`config.mk`:
```
export PLATFORM = sky130hd
export DESIGN_NAME = csb_cell
export DESIGN_NICKNAME = d
export VERILOG_FILES = /design/src/rtl/core/csb_pkg.sv /design/src/rtl/core/csb_cell.sv
export SDC_FILE = /design/constraint.sdc
export NUM_CORES = 1
export LEC_CHECK = 0
export ABC_AREA = 1
export BUFFER_PORTS_ARGS = -buffer_cell sky130_fd_sc_hd__buf_2
export CAP_MARGIN = 0
export CORE_MARGIN = 2
export CORE_UTILIZATION = 35
export CTS_BUF_LIST = sky130_fd_sc_hd__clkbuf_4 sky130_fd_sc_hd__clkbuf_8 sky130_fd_sc_hd__clkbuf_16
export CTS_CLUSTER_DIAMETER = 60
export DETAILED_ROUTE_END_ITERATION = 12
export PLACE_DENSITY = 0.68
export REMOVE_ABC_BUFFERS = 1
export SETUP_SLACK_MARGIN = 0.4
export SYNTH_ARGS = -nofsm -noshare
export SYNTH_HDL_FRONTEND = slang
export SYNTH_SLANG_ARGS = --single-unit
```
`constraint.sdc`:
```
create_clock -name clk -period 3.5 [get_ports clk]
set_clock_uncertainty 0.05 [all_clocks]
set_input_delay 0.7 -clock clk [delete_from_list [all_inputs] [get_ports clk]]
set_output_delay 0.7 -clock clk [all_outputs]
set_load 0.01 [all_outputs]
```
`src/rtl/core/csb_pkg.sv`:
```
package csb_pkg;

	localparam int DEPTH  = 64;
	localparam int WORD_W = 32;
	localparam int IDX_W  = $clog2(DEPTH);
	localparam int CNT_W  = $clog2(DEPTH + 1);
	localparam int GRP    = 8;
	localparam int NGRP   = (DEPTH + GRP - 1) / GRP;

	typedef logic [WORD_W-1:0] word_t;
	typedef logic [IDX_W-1:0]  idx_t;
	typedef logic [CNT_W-1:0]  cnt_t;

	localparam logic [2:0] MODE_RESTART = 3'd0;
	localparam logic [2:0] MODE_ADVANCE = 3'd1;
	localparam logic [2:0] MODE_INSERT  = 3'd2;
	localparam logic [2:0] MODE_ATTACH  = 3'd3;
	localparam logic [2:0] MODE_REMOVE  = 3'd4;
	localparam logic [2:0] MODE_QUERY   = 3'd5;

	localparam logic [1:0] OP_HOLD   = 2'd0;
	localparam logic [1:0] OP_INSERT = 2'd1;
	localparam logic [1:0] OP_REMOVE = 2'd2;

	typedef struct packed {
		logic [1:0] op;
		idx_t       pos;
		word_t      value;
	} cell_cmd_t;

endpackage

```
`src/rtl/core/csb_cell.sv`:
```
module csb_cell (
	input  logic               clk,
	input  csb_pkg::cell_cmd_t cmd,
	input  csb_pkg::idx_t      idx,
	input  csb_pkg::word_t     left_word,
	input  csb_pkg::word_t     right_word,
	output csb_pkg::word_t     word
);
	import csb_pkg::*;

	word_t word_q;

	// Insert opens a gap at pos by pulling from the left; remove closes it by pulling from the right.
	always_ff @(posedge clk) begin
		case (cmd.op)
			OP_INSERT: begin
				if (idx > cmd.pos) begin
					word_q <= left_word;
				end else if (idx == cmd.pos) begin
					word_q <= cmd.value;
				end
			end
			OP_REMOVE: begin
				if (idx >= cmd.pos) begin
					word_q <= right_word;
				end
			end
			default: begin
			end
		endcase
	end

	assign word = word_q;

endmodule

```
==> summary.md, run 1 <==
| Metric | Value |
|---|---|
| Routed length per instance | 10.7 um |
| Outcome | finished clean |
| CP Capture Type | register |
| Share of cells above drive strength 1 | 35.8% |
| Worst min path class | in2reg |
| WL final | 5600 um |
| WS Path Type | in2reg |
| CTS root buf | clkbuf_8 |
| Max reg flops | 32 |
| CTS sink count | 32 |
| Fin. Hold Viols | 0 |
| Mapped cell area | 0.00219 sq mm |
| Congestion Overflow GR | 0 |
| Max cap viols | 0 |
| Fill cells | 615 |
| CTS Buf Count | 5 |
| Fin nets | 563 |
| Vias in the first global route | 2208 |
| DRC | 0 |
| WHS Path Cells | 3 |
| Power per cell area | 379 mW/mm^2 |
| Util after Layout | 51.1% |
| First-pass GRT wire length | 9400 um |
| Avg Cell Area, Syn | 7.14 sq um |
| Vias per cell | 4.39 |
| CP Launch Type | input pin |
| GRT Total Usage | 16.7% |
| Post-route ant nets | 0 |
| Initial antenna violation count | 0 |
| Clock Pin Slew Worst Setup and Hold Paths | 0.07 ns |
| Synthesized flop and latch total | 32 |
| Largest net degree at the start of global routing | 34 |
| Critical path arrival | 2.45 ns |
| Register area share after synthesis | 43.8% |
| Starting Density | 36.6% |
| Synth cell types | 18 |
| Worst Tran Pin Value | 0.397 ns |
| IO Port Bufs | 142 |
| Setup_tns | 0 ns |
| DRT iter0 DRCs | 154 |
| Die Ht | 83.2 um |
| Leak | 1.84 nW |
| Hold_buf cts | 0 |
| Die area | 0.00692 sq mm |
| Die Wd | 83.2 um |
| RD Place Congestion | 0.719 |
| Worst Min Path Start | right_word[4] |
| Iteration count of the initial detailed-routing pass | 4 |
| Hold Path End | word[4] |
| Worst-path fanout max | 33 |
| Final period util | 70.2% |
| RSZ-0062 raised after global routing | false |
| Core area | 0.00599 sq mm |
| Gate Count Post-Synth | 307 |
| WP data required | 3.49 ns |
| I/O pin cnt | 143 |
| Max Transition Viols Final | 0 |
| Postcts setup bufs | 0 |
| CTS tree | built |
| Max VDD drop | 0.000168 V |
| H-tree Lvls | 2 |
| Fmax | 0.407 GHz |
| Hpwl dp | 4340 um |
| Relative slew slack | 73.5% |
| Area grow syn2layout | 39.5% |
| Ant. Diodes | 0 |
| # rows | 28 |
| Placed Cells | 514 |
| Vias | 2292 |
| Final Non-Filler Cells | 522 |
| Final setup violation count | 0 |
| Min cycle time layout | 2.46 ns |
| Clock Tree Buf Depth | 2 |
| Worst slack, placed | 0.723 ns |
| CTS-repair resized insts | 0 |
| Worst Slack Setup Final | 1.04 ns |
| YS warnings | 0 |
-- layout make-up --
type	instances	area, sq um	area share, %
clock buffer	5	68.8	2.25
sequential	32	961	31.4
clock inverter	3	42.5	1.39
multi-input combinational	183	857	28.0
inverter	77	289	9.44
timing repair buffer	147	748	24.4
tap	75	93.8	3.07
-- where the power goes --
part           internal, W  leakage [nW]  switching [W]
Clock             0.000210        0.0541       0.000138
Sequential        0.000486         0.296      0.0000109
Combinational     0.000133          1.49       0.000180
-- cells by family (layout without fill, tap and decap cells) --
kind of cell | after synthesis | count (layout) | share of synthesized area, %
AO/OA/AOI/OAI | 2 | 2 | 0.456
adder cells (fa/ha/maj) | 6 | 6 | 3.42
buffers and inverters | 92 | 232 | 17.1
flip-flops | 32 | 32 | 43.8
AND/OR/NAND/NOR | 175 | 175 | 35.2
-- layer usage --
layer / vias up / share of wire (%) / wire length, um / global-route usage, %
met4: 0 / 1.5 / 86 / 4.92
met1: 973 / 42 / 2340 / 18.3
met5: - / 0 / 0 / 0
met2: 96 / 48 / 2700 / 30.6
li1: 1215 / - / - / -
met3: 8 / 8.5 / 476 / 5.17
-- worst max-delay path: stages --
cell and delay, ns:
buf_2 0.07, inv_1 0.03, ha_1 0.29, a21oi_1 0.28, nand3_4 0.37, nand2_4 0.43
nand2_1 0.09, nand3_1 0.10, nand2_1 0.05
-- how the worst max path moves through the flow --
stage                 start        to  slack [ns]  cells after the start
finish              cmd[37]  word[11]        1.04                      9
global route        cmd[37]  word[11]        0.83                      9
CTS                 cmd[37]  word[11]        1.04                      9
detailed placement  cmd[37]  word[11]        0.72                      9
global placement    cmd[37]  word[11]        0.78                      9
floorplan           cmd[38]   word[0]        0.36                      5
-- Yosys cell counts --
| master | number | area share (%) |
|---|---|---|
| edfxtp_1 | 32 | 44 |
| nand2_4 | 1 | 0.51 |
| nand3_4 | 1 | 0.80 |
| nand3_2 | 1 | 0.46 |
| nor2_1 | 1 | 0.17 |
| nand2_1 | 104 | 18 |
| nand2_2 | 1 | 0.29 |
| buf_6 | 3 | 1.5 |
| a21oi_1 | 1 | 0.23 |
| clkbuf_1 | 3 | 0.51 |
| inv_1 | 77 | 13 |
| buf_1 | 3 | 0.51 |
| nor2_2 | 1 | 0.29 |
| buf_2 | 6 | 1.4 |
| ha_1 | 6 | 3.4 |
| nand3_1 | 64 | 15 |
| o21ai_0 | 1 | 0.23 |
| nand4_1 | 1 | 0.29 |
-- cell usage in the layout (no fill, tap or decap) --
master	netlist	layout
nand3_1	64	64
nand2_4	1	1
clkbuf_8	0	5
nand2_2	1	1
nor2_1	1	1
nand3_2	1	1
o21ai_0	1	1
a21oi_1	1	1
nand2_1	104	104
edfxtp_1	32	32
buf_4	0	5
nand4_1	1	1
ha_1	6	6
clkinv_2	0	1
inv_1	77	77
buf_2	6	142
nand3_4	1	1
bufinv_16	0	1
clkinvlp_4	0	1
nor2_2	1	1
-- through the flow --
stage / hold slack [ns] / power, W / instance area, sq um
2_1_floorplan: 0.836 / 0.000677 / 2110
3_3_place_gp: 0.923 / 0.000814 / 2950
3_5_place_dp: 0.924 / 0.000824 / 2950
4_1_cts: 0.623 / 0.00117 / 3060
5_1_grt: 0.639 / 0.00123 / 3060
6_report: 0.632 / 0.00116 / 3060
No activity file was read; power rests on OpenSTA's default activity.
==> inputs of run 2 (changes only) <==
Clock period 3.5 ns to 2.3 ns, I/O delays scaled along.
==> run 2 against run 1 <==
Clock-buffer cell count did not move. Global-route usage rose by 0.15 points. Routed wire length rose by 2.7%. Setup slack got worse by 0.54 ns.
==> summary.md, run 2 (synthesized netlist as in run 1, its figures left out) <==
| Metric | Value |
|---|---|
| Max Transition Viols Final | 0 (unchanged) |
| WHS Path Cells | 3 (unchanged) |
| Ant. Diodes | 0 (unchanged) |
| Post-route ant nets | 0 (unchanged) |
| First-pass GRT wire length | 9580 um (+1.9%) |
| Die area | 0.00692 sq mm (unchanged) |
| Final setup violation count | 0 (unchanged) |
| Share of cells above drive strength 1 | 35.9% (+0.063 points) |
| Max reg flops | 32 (unchanged) |
| Die Ht | 83.2 um (unchanged) |
| RD Place Congestion | 0.728 (+1.2%) |
| Outcome | finished clean |
| Commonest non-fill, non-tap cell in the layout | buf_2 |
| Vias | 2303 (+0.48%) |
| Hpwl dp | 4370 um (+0.69%) |
| DRT iter0 DRCs | 63 (-59%) |
| Fin. Hold Viols | 0 (unchanged) |
| Most frequent cells in the layout | buf_2, nand2_1, inv_1 |
| Fin nets | 565 (+0.36%) |
| DP Area | 0.00298 sq mm (+0.93%) |
| Clock Tree Buf Depth | 2 (unchanged) |
| # rows | 28 (unchanged) |
| GRT Total Usage | 16.8% (+0.15 points) |
| Worst slack, placed | 0.167 ns (-0.556 ns) |
| Max cap viols | 0 (unchanged) |
| Clock Pin Slew Worst Setup and Hold Paths | 0.07 ns (about the same) |
| Final period util | 78.3% |
| Hold Path End | word[28] |
| WP data required | 2.28 ns (-1.21 ns) |
| Min cycle time layout | 1.80 ns |
| CP Launch Type | input pin |
| DRC | 0 (unchanged) |
| CTS Buf Count | 5 (unchanged) |
| Die Wd | 83.2 um (unchanged) |
| Vias per cell | 4.40 (about the same) |
| Worst Min Path Start | right_word[28] |
| Worst-path fanout max | 32 (-3.0%) |
| Iteration count of the initial detailed-routing pass | 4 (unchanged) |
| WHS | 0.398 ns (-0.234 ns) |
| RSZ-0062 raised after global routing | true |
| Initial antenna violation count | 0 (unchanged) |
| Largest net degree at the start of global routing | 33 (-2.9%) |
| CTS tree | built |
| Fmax | 0.555 GHz |
| Core area | 0.00599 sq mm (unchanged) |
| CTS root buf | clkbuf_8 |
| Critical path arrival | 1.78 ns (-0.67 ns) |
| Congestion Overflow GR | 0 (unchanged) |
| Worst Slack Setup Final | 0.500 ns (-0.543 ns) |
| Area grow syn2layout | 40.8% |
| Leak | 1.85 nW (+0.50%) |
| I/O pin cnt | 143 (unchanged) |
| IO Port Bufs | 142 (unchanged) |
| WL final | 5750 um (+2.7%) |
| Relative slew slack | 76.5% (+2.9 points) |
| CTS sink count | 32 (unchanged) |
| Vias in the first global route | 2226 (+0.82%) |
| Worst min path class | in2reg |
| Power per cell area | 539 mW/mm^2 (+42%) |
| Routed length per instance | 11.0 um (+2.3%) |
| Post-layout instance area | 0.00309 sq mm (+0.90%) |
| Starting Density | 36.6% (unchanged) |
| WS Path Type | in2reg |
| Postcts setup bufs | 0 (unchanged) |
| H-tree Lvls | 2 (unchanged) |
| CP Capture Type | register |
| Max VDD drop | 0.000247 V (+47%) |
| Worst Tran Pin Value | 0.353 ns (-0.0438 ns) |
==> run 2: how the worst max path moves through the flow <==
stage / cells after the start / slack [ns] / to / startpoint
2_1_floorplan: 5 / -0.60 / word[0] / cmd[38]
3_3_place_gp: 10 / 0.18 / word[19] / cmd[37]
3_5_place_dp: 10 / 0.17 / word[19] / cmd[37]
4_1_cts: 10 / 0.46 / word[19] / cmd[37]
5_1_grt: 10 / 0.37 / word[15] / cmd[37]
6_report: 10 / 0.50 / word[14] / cmd[37]
==> run 2: layer usage <==
layer | up-vias | track usage, % | wire, um
met1 | 985 | 19.1 | 2390
met5 | - | 0 | 0
li1 | 1220 | - | -
met4 | 0 | 3.87 | 25
met3 | 2 | 5.96 | 530
met2 | 96 | 30.2 | 2810
==> run 2: critical path: stages <==
cell and delay (ns):
buf_2 0.08, inv_1 0.03, ha_1 0.29, nand2_1 0.13, nor2_4 0.07, nand3_4 0.09, buf_4 0.34, nand3_1 0.12
nand3_1 0.09, nand2_1 0.06
==> run 2: timing repair <==
action,in CTS,in global routing
endpoints found under the setup margin,0,45
hold buffers,0,0
resized for setup,0,5
==> run 2: area by class of cell <==
cell class | instances | area, sq um
Tap cell | 75 | 93.8
Fill cell | 601 | 2900
Timing Repair Buffer | 149 | 783
Clock buffer | 5 | 68.8
Multi-Input combinational cell | 183 | 878
Clock inverter | 3 | 13.8
Sequential cell | 32 | 961
Inverter | 77 | 289
==> run 2: power by group <==
part / switching, W / total (W) / internal, W
Combinational: 0.000283 / 0.000500 / 0.000217
Sequential: 0.0000158 / 0.000756 / 0.000740
Clock: 0.000202 / 0.000407 / 0.000205
Total: 0.000500 / 0.00166 / 0.00116
==> run 2: through the flow <==
| step | total power, W | std cells | util, % | TNS [ns] |
|---|---|---|---|---|
| after floorplan | 0.00103 | 292 | - | -19.10 |
| after global placement | 0.00125 | 516 | 49.7 | 0 |
| after detailed placement | 0.00127 | 516 | 49.7 | 0 |
| after CTS | 0.00167 | 524 | 51.1 | 0 |
| after global routing | 0.00178 | 524 | 51.5 | 0 |
| final | 0.00166 | 524 | 51.5 | 0 |
