File: src/rtl/core/csb_pkg.sv
package csb_pkg;

	localparam int DEPTH  = 64;
	localparam int WORD_W = 32;
	localparam int IDX_W  = $clog2(DEPTH);
	localparam int CNT_W  = $clog2(DEPTH + 1);
	localparam int GRP    = 8;
	localparam int NGRP   = (DEPTH + GRP - 1) / GRP;

	typedef logic [WORD_W-1:0] word_t;
	typedef logic [IDX_W-1:0]  idx_t;
	typedef logic [CNT_W-1:0]  cnt_t;

	localparam logic [2:0] MODE_RESTART = 3'd0;
	localparam logic [2:0] MODE_ADVANCE = 3'd1;
	localparam logic [2:0] MODE_INSERT  = 3'd2;
	localparam logic [2:0] MODE_ATTACH  = 3'd3;
	localparam logic [2:0] MODE_REMOVE  = 3'd4;
	localparam logic [2:0] MODE_QUERY   = 3'd5;

	localparam logic [1:0] OP_HOLD   = 2'd0;
	localparam logic [1:0] OP_INSERT = 2'd1;
	localparam logic [1:0] OP_REMOVE = 2'd2;

	typedef struct packed {
		logic [1:0] op;
		idx_t       pos;
		word_t      value;
	} cell_cmd_t;

endpackage

File: src/rtl/core/csb_ctrl.sv
module csb_ctrl (
	input  logic               clk,
	input  logic               arst_n,
	input  logic               accept,
	input  logic [2:0]         mode,
	input  csb_pkg::word_t     value,
	output csb_pkg::cell_cmd_t cmd,
	output csb_pkg::cnt_t      cursor,
	output csb_pkg::cnt_t      count,
	output logic               rejected
);
	import csb_pkg::*;

	cnt_t cursor_q, count_q, cursor_d, count_d, cur_inc;
	logic rejected_q, rejected_d;
	logic present, full;

	assign present = cursor_q < count_q;
	assign full    = count_q >= CNT_W'(DEPTH);
	assign cur_inc = cursor_q + CNT_W'(1);

	always_comb begin
		cursor_d   = cursor_q;
		count_d    = count_q;
		rejected_d = rejected_q;
		cmd.op     = OP_HOLD;
		cmd.pos    = '0;
		cmd.value  = value;
		if (accept) begin
			rejected_d = 1'b0;
			unique case (mode)
				MODE_RESTART: begin
					cursor_d = '0;
				end
				MODE_ADVANCE: begin
					if (present) begin
						cursor_d = cur_inc;
					end
				end
				MODE_INSERT: begin
					if (full) begin
						rejected_d = 1'b1;
					end else begin
						// With no current item the new item goes to the front.
						cmd.op   = OP_INSERT;
						cmd.pos  = present ? cursor_q[IDX_W-1:0] : '0;
						cursor_d = present ? cursor_q : '0;
						count_d  = count_q + CNT_W'(1);
					end
				end
				MODE_ATTACH: begin
					if (full) begin
						rejected_d = 1'b1;
					end else begin
						cmd.op   = OP_INSERT;
						cmd.pos  = present ? cur_inc[IDX_W-1:0] : count_q[IDX_W-1:0];
						cursor_d = present ? cur_inc : count_q;
						count_d  = count_q + CNT_W'(1);
					end
				end
				MODE_REMOVE: begin
					if (present) begin
						cmd.op  = OP_REMOVE;
						cmd.pos = cursor_q[IDX_W-1:0];
						count_d = count_q - CNT_W'(1);
					end
				end
				default: begin
				end
			endcase
		end
	end

	always_ff @(posedge clk or negedge arst_n) begin
		if (!arst_n) begin
			cursor_q   <= '0;
			count_q    <= '0;
			rejected_q <= 1'b0;
		end else begin
			cursor_q   <= cursor_d;
			count_q    <= count_d;
			rejected_q <= rejected_d;
		end
	end

	assign cursor   = cursor_q;
	assign count    = count_q;
	assign rejected = rejected_q;

`ifndef SYNTHESIS
	a_count_range: assert property (@(posedge clk) disable iff (!arst_n)
		count_q <= CNT_W'(DEPTH))
		else $error("stored count beyond depth");
	a_cursor_range: assert property (@(posedge clk) disable iff (!arst_n)
		cursor_q <= count_q)
		else $error("cursor beyond stored count");
	a_insert_grows: assert property (@(posedge clk) disable iff (!arst_n)
		accept && (mode == MODE_INSERT || mode == MODE_ATTACH) && !full
		|=> count_q == $past(count_q) + CNT_W'(1))
		else $error("accepted insert did not grow the store");
	a_reject_keeps: assert property (@(posedge clk) disable iff (!arst_n)
		accept && full && (mode == MODE_INSERT || mode == MODE_ATTACH)
		|=> $stable(count_q))
		else $error("store changed while full");
`endif

endmodule

File: config.mk
export PLATFORM = sky130hd
export DESIGN_NAME = csb_ctrl
export DESIGN_NICKNAME = d
export VERILOG_FILES = /design/src/rtl/core/csb_pkg.sv /design/src/rtl/core/csb_ctrl.sv
export SDC_FILE = /design/constraint.sdc
export NUM_CORES = 1
export LEC_CHECK = 0
export ABC_AREA = 0
export BUFFER_PORTS_ARGS = -buffer_cell sky130_fd_sc_hd__buf_2
export CAP_MARGIN = 20
export CORE_ASPECT_RATIO = 0.75
export CORE_MARGIN = 2
export CORE_UTILIZATION = 45
export CTS_CLUSTER_SIZE = 12
export DETAILED_ROUTE_END_ITERATION = 8
export MAX_ROUTING_LAYER = met4
export PLACE_DENSITY = 0.84
export SYNTH_ARGS = -nofsm -noshare
export SYNTH_HDL_FRONTEND = slang
export SYNTH_SLANG_ARGS = --single-unit
File: constraint.sdc
create_clock -name clk -period 3.26 [get_ports clk]
set_input_delay 0.652 -clock clk [delete_from_list [all_inputs] [get_ports clk]]
set_output_delay 0.652 -clock clk [all_outputs]
set_load 0.01 [all_outputs]
==> results.tsv, run 1 <==
stage	metric	value	unit
critical_path	r2r_setup_slack	570	ps
yosys	yosysTopAreaCell	dfrtp_1	
pwr	power.leakage	0.8955	nW
grt	grt_overflow	0	
final_layout	diodes	0	
yosys	synth_edf_count	0	
clocking	numCtsBuffers	3	
sta	period_needed	3133	ps
critical_path	timing.rr.end	cursor[3]	
sta	finalCritPeriodShare	0.9611	
critical_path	worstPathArrival	2480	ps
run	cap_violations	0	
placed_design	numPortBuffers	28	
critical_path	crit_type	reg -> out	
yosys	ys_seq_elements	15	
drt	ant_nets	0	
placed_design	gp_congestion	0.9725	
yosys	syn-mean-instance-area	8.233	sq um
pwr	power.density	561.7	nW/um^2
clocking	cts.clk_slew.worst_paths	60	ps
sta	max_freq	0.3192	GHz
pwr	finalPower	1.023	mW
pwr	power_switching_share	0.4283	
clocking	cts_tree	built	
drt	num_vias	1471	
drt	wirelength	4354	um
grt	grt_pass1_wl	6568	um
clocking	clockBufferDepth	2	
drt	routed_via_density	5.572	
sta	hold_violations	0	
yosys	netlist_area	1647	sq um
clocking	cts_sinks	15	
drt	firstDrtPassIters	4	
die	die_h	56.39	um
pwr	ir_worst_vdd	0.3426	mV
critical_path	worstSetupEndpointType	output pin	
die	num_rows	18	
placed_design	dp_hpwl	3170	um
drt	drt-initial-drc-count	80	
final_layout	final_nets	266	
yosys	synth-async-reset-ratio	1.000	
hold_path	hold_path.class	in -> async	
yosys	synthFlopType	dfrtp_1	
yosys	syn_nets	251	
pwr	power_switching	0.4382	mW
die	dieArea	4164	sq um
final_layout	area_delta_synth_final	10.64	%
grt	grt_start_max_net_pins	16	
sta	max_slew_margin	0.5521	
critical_path	worstSetupStartpointType	flop	
pwr	seq_power_share	0.275	
die	core	3401	sq um
critical_path	reg2regPathDepth	6	
final_layout	drive_gt1_frac	0.3411	
critical_path	crit_start	count[4]	
grt	grt_pass1_vias	1363	
yosys	yosys.cell_types.count	44	
grt	grt_usage	0.2098	
sta	slew_viol_final	0	
final_layout	stdcell_count	264	
sta	tightest_slew	667.3	ps
grt	antenna_found_initial	0	
die	die_w	73.85	um
critical_path	worstPathRequired	2610	ps
drt	drc	0	
yosys	synth-seq-area-share	0.2280	
placed_design	place_inst	248	
pwr	p_clk_frac	0.153	
yosys	ys_warn_count	0	
critical_path	r2r-start	cursor[1]	
drt	detail_route.wl_per_cell	16.49	um
sta	finClkSkew	1.763	ps
pwr	comb_power_share	0.572	
yosys	syn_inst	200	
critical_path	crit_fanout	5	
clocking	clock_latency	250	ps
clocking	htreeDepth	1	
die	start_util	0.4842	
yosys	synth_top_area_frac	0.2280	
status	status	complete, no violations	
yosys	synthTopCellsByArea	dfrtp_1, buf_4, ha_1	
pwr	p_int	0.5850	mW
clocking	root_buffer	clkbuf_8	
die	num_io_pins	93	
sta	setup_viol	0	
final_layout	fillers	332	
## cell families (layout without fill, tap and decap cells)
group                    Yosys count  after routing  share of synthesized area
AO/OA/AOI/OAI                     41             41                     0.1702
XOR/XNOR                          10             10                    0.05319
adder cells (fa/ha/maj)           13             13                     0.1033
buffers and inverters             51             65                     0.1953
flip-flops                        15             15                     0.2280
multiplexers                      11             11                    0.07143
AND/OR/NAND/NOR                   59             59                     0.1786
## worst max path at each step
stage,end,slack [ps]
6_report,cmd[36],130
5_1_grt,cmd[33],-3
4_1_cts,cmd[35],50
3_5_place_dp,cmd[36],330
3_3_place_gp,cmd[35],370
2_1_floorplan,cmd[35],330
## Yosys cell counts, drive strengths merged (3+ instances only)
| master | number |
|---|---|
| o21ai | 8 |
| xnor2 | 5 |
| buf | 34 |
| a211oi | 4 |
| xor2 | 5 |
| mux2i | 5 |
| nand3 | 8 |
| a21oi | 12 |
| ha | 12 |
| clkbuf | 3 |
| inv | 14 |
| mux2 | 6 |
| nand2 | 15 |
| nor2 | 16 |
| nand2b | 5 |
| and2 | 4 |
| dfrtp | 15 |
| a31oi | 3 |
## metrics by stage
| stage | cell area [sq um] | hold WS (ps) | worst slack (ps) | setup TNS [ps] | utilization |
|---|---|---|---|---|---|
| detailed placement | 1633 | 515.3 | 327.3 | 0 | 0.4801 |
| finish | 1822 | 319.6 | 126.9 | 0 | 0.5357 |
| global placement | 1633 | 507.2 | 370.9 | 0 | 0.4801 |
| CTS | 1678 | 326.3 | 48.46 | 0 | 0.4934 |
| floorplan | 1647 | 356.4 | 328.7 | 0 | - |
| global route | 1822 | 338.4 | -3.461 | -3.461 | 0.5357 |
## area by class of cell
class / instances / area (sq um) / area share
Inverter: 14 / 52.55 / 0.02885
Tap cell: 50 / 62.56 / 0.03434
Sequential cell: 15 / 377.9 / 0.2074
Multi-Input combinational cell: 134 / 997.2 / 0.5474
Timing Repair Buffer: 47 / 286.5 / 0.1573
Clock buffer: 4 / 45.04 / 0.02473
## routing by layer
metal / wire length, um / global-route usage / vias up
li1: - / - / 693
met1: 1963 / 0.2961 / 696
met2: 1921 / 0.2857 / 76
met3: 431 / 0.08438 / 6
met4: 38 / 0.03377 / 0
met5: 0 / - / -
## critical path: stages (launching register included)
cell and delay (ps):
dfrtp_1 390, inv_1 120, ha_4 220, a211oi_2 250
nor2_2 100, a211oi_4 330, nor2_2 70, or4_1 490
a21oi_2 120, buf_2 140
## registers in the layout, indices dropped and copies added (netlist names)
register / flops
count: 7
rejected: 1
cursor: 7
## repair_timing
action | in CTS | in global routing
hold buffers | 0 | 0
setup buffers | 0 | 12
setup endpoints to repair | 0 | 6
gates resized for setup | 0 | 13
## cells in the final DEF (no fill, tap or decap), types with 3 or more instances in the layout
cell type / instances
a21oi_1: 10
and2_1: 3
buf_2: 28
buf_4: 18
clkbuf_8: 3
dfrtp_1: 13
ha_1: 10
inv_1: 13
mux2_2: 6
mux2i_1: 5
nand2_1: 15
nand2b_1: 5
nand3_1: 8
nor2_1: 12
nor2_2: 4
o21ai_0: 7
xnor2_1: 5
xor2_1: 5
## power by group through the flow
stage	clock, mW	combinational (mW)	sequential (mW)
after floorplan	0	0.335	0.306
after global placement	0	0.462	0.286
after detailed placement	0	0.473	0.292
after CTS	0.160	0.476	0.288
after global routing	0.168	0.645	0.284
final	0.157	0.585	0.281
Note: power is estimated with default switching activity, not from simulation.
==> inputs of run 2 (changes only) <==
--- a/config.mk
+++ b/config.mk
@@ -8,7 +8,7 @@
 export ABC_AREA = 0
 export BUFFER_PORTS_ARGS = -buffer_cell sky130_fd_sc_hd__buf_2
 export CAP_MARGIN = 20
-export CORE_ASPECT_RATIO = 0.75
+export CORE_ASPECT_RATIO = 1.2
 export CORE_MARGIN = 2
 export CORE_UTILIZATION = 45
 export CTS_CLUSTER_SIZE = 12
==> run 2 against run 1 <==
  * Global-route usage is 0.70 points lower
  * Largest power group unchanged
  * Setup slack worse by 89 ps
  * Critical endpoint is now cmd[35]
  * Register-to-register slack hardly changed
==> results.tsv, run 2 (synthesis gave the netlist of run 1 again) <==
stage	metric	value	unit	change
clocking	clock_latency	250	ps	about the same
sta	hold_slack	306.2	ps	-13.42 ps
placed_design	dp_hpwl	3012	um	-5.0%
die	die_w	59.22	um	-20%
drt	drc	0		unchanged
sta	setup_viol	0		unchanged
critical_path	max_stage_delay	470	ps	-20 ps
pwr	ir_worst_vdd	0.1954	mV	-43%
die	start_util	0.4608		-0.02340
sta	tightest_slew	590.4	ps	-76.90 ps
critical_path	r2r_setup_slack	560	ps	about the same
final_layout	mostFrequentLayoutCells	buf_2, nand2_1, inv_1		
critical_path	worstPathRequired	2610	ps	about the same
grt	antenna_found_initial	0		unchanged
critical_path	crit_start	cursor[4]		
clocking	cts_sinks	15		unchanged
status	status	complete, no violations		
critical_path	crit_fanout	6		+1
clocking	cts.clk_slew.worst_paths	60	ps	about the same
pwr	power.leakage	0.8552	nW	-4.5%
drt	drt-initial-drc-count	98		+23%
sta	finalCritPeriodShare	0.9884		+0.02735
sta	setup_tns	0	ps	unchanged
critical_path	worstSetupEndpointType	output pin		
clocking	numCtsBuffers	3		unchanged
clocking	clockBufferDepth	2		unchanged
clocking	cts_tree	built		
die	die_h	70.27	um	+25%
grt	grt_usage	0.2028		-0.006974
sta	max_freq	0.3103	GHz	-2.8%
drt	wirelength	3991	um	-8.3%
sta	max_slew_margin	0.6051		+0.05300
hold_path	hold_path.class	in -> async		
drt	num_vias	1404		-4.6%
final_layout	final_nets	259		-2.6%
pwr	power.density	543.0	nW/um^2	-3.3%
final_layout	final_common_cell	buf_2		
final_layout	drive_gt1_frac	0.3043		-0.03677
clocking	root_buffer	clkbuf_8		
die	num_rows	24		+6
clocking	htreeDepth	1		unchanged
drt	firstDrtPassIters	4		unchanged
final_layout	diodes	0		unchanged
drt	routed_via_density	5.707		+2.4%
sta	finClkSkew	4.711	ps	+2.948 ps
critical_path	worstSetupStartpointType	flop		
clocking	holdBufCountCts	0		unchanged
critical_path	crit_type	reg -> out		
sta	period_needed	3222	ps	+89.17 ps
drt	detail_route.wl_per_cell	16.22	um	-1.6%
final_layout	area_delta_synth_final	4.711	%	
critical_path	path_cells	ha_1 > a211oi_2 > nor2_2 > a211oi_4 > nor2_2 > or4_1 > a21oi_1 > buf_2		
grt	grt_pass1_vias	1349		-1.0%
die	num_io_pins	93		unchanged
critical_path	worstPathArrival	2570	ps	+90 ps
critical_path	cp_common_cell	nor2_2		
grt	grt_pass1_wl	6403	um	-2.5%
run	cap_violations	0		unchanged
die	dieArea	4161	sq um	about the same
sta	hold_violations	0		unchanged
die	core	3573	sq um	+5.1%
placed_design	numPortBuffers	28		unchanged
sta	slew_viol_final	0		unchanged
drt	ant_nets	0		unchanged
critical_path	crit_slowest_cell	or4_1		
critical_path	r2r-start	count[1]		
grt	grt_overflow	0		unchanged
grt	grt_start_max_net_pins	16		unchanged
placed_design	gp_congestion	0.9863		+1.4%
## run 2: changes by cell type in the layout (fill, tap and decap cells not counted), sizes merged
cell / delta
buf: -7
## run 2: metrics by stage
step                        util  cells  power, mW  area (sq um)  worst slack (ps)
after floorplan                -    200     0.6409          1647             328.7
after global placement    0.4552    238     0.7292          1627             267.5
after detailed placement  0.4552    238     0.7413          1627             221.7
after CTS                 0.4720    244     0.9024          1687             42.89
after global routing      0.4825    246      1.003          1724            -109.1
final                     0.4825    246     0.9361          1724             37.70
## run 2: worst paths after layout
kind,end,depth (start not counted)
max,cmd[35],8
min,cursor[3],1
max reg2reg,cursor[5],7
min reg2reg,rejected,2
max in group asynchronous,count[3],1
min in group clk,rejected,2
## run 2: critical path: cells and delay by family (launching register included)
family                   cells  cell delay (ps)
flip-flops                   1              440
AO/OA/AOI/OAI                3              750
AND/OR/NAND/NOR              3              650
adder cells (fa/ha/maj)      1              330
buffers and inverters        1              150
## run 2: layout make-up
| class | count | area [sq um] |
|---|---|---|
| timing repair buffer | 40 | 230.2 |
| sequential | 15 | 381.6 |
| multi-input combinational | 134 | 965.9 |
| inverter | 14 | 52.55 |
| tap | 39 | 48.80 |
| clock buffer | 4 | 45.04 |
| fill | 340 | 1849 |
## run 2: per-layer routing
layer,share of wire,track usage,up-vias
met4,0.029,0.09343,0
li1,-,-,678
met3,0.061,0.02407,16
met1,0.40,0.2389,655
met2,0.51,0.3358,55
met5,0,-,-
## run 2: report_power, final
group          internal [mW]  total, mW  switching (mW)  leakage, nW
Sequential             0.236      0.296          0.0601        0.186
Clock                 0.0868      0.156          0.0692       0.0228
Combinational          0.213      0.484           0.271        0.646
Total                  0.536      0.936           0.400        0.855
## run 2: repair_timing
action | 4_1_cts | 5_1_grt
endpoints found under the setup margin | 2 | 5
buffers inserted | 2 | 2
resized for setup | 0 | 10
pin swaps | 1 | 1
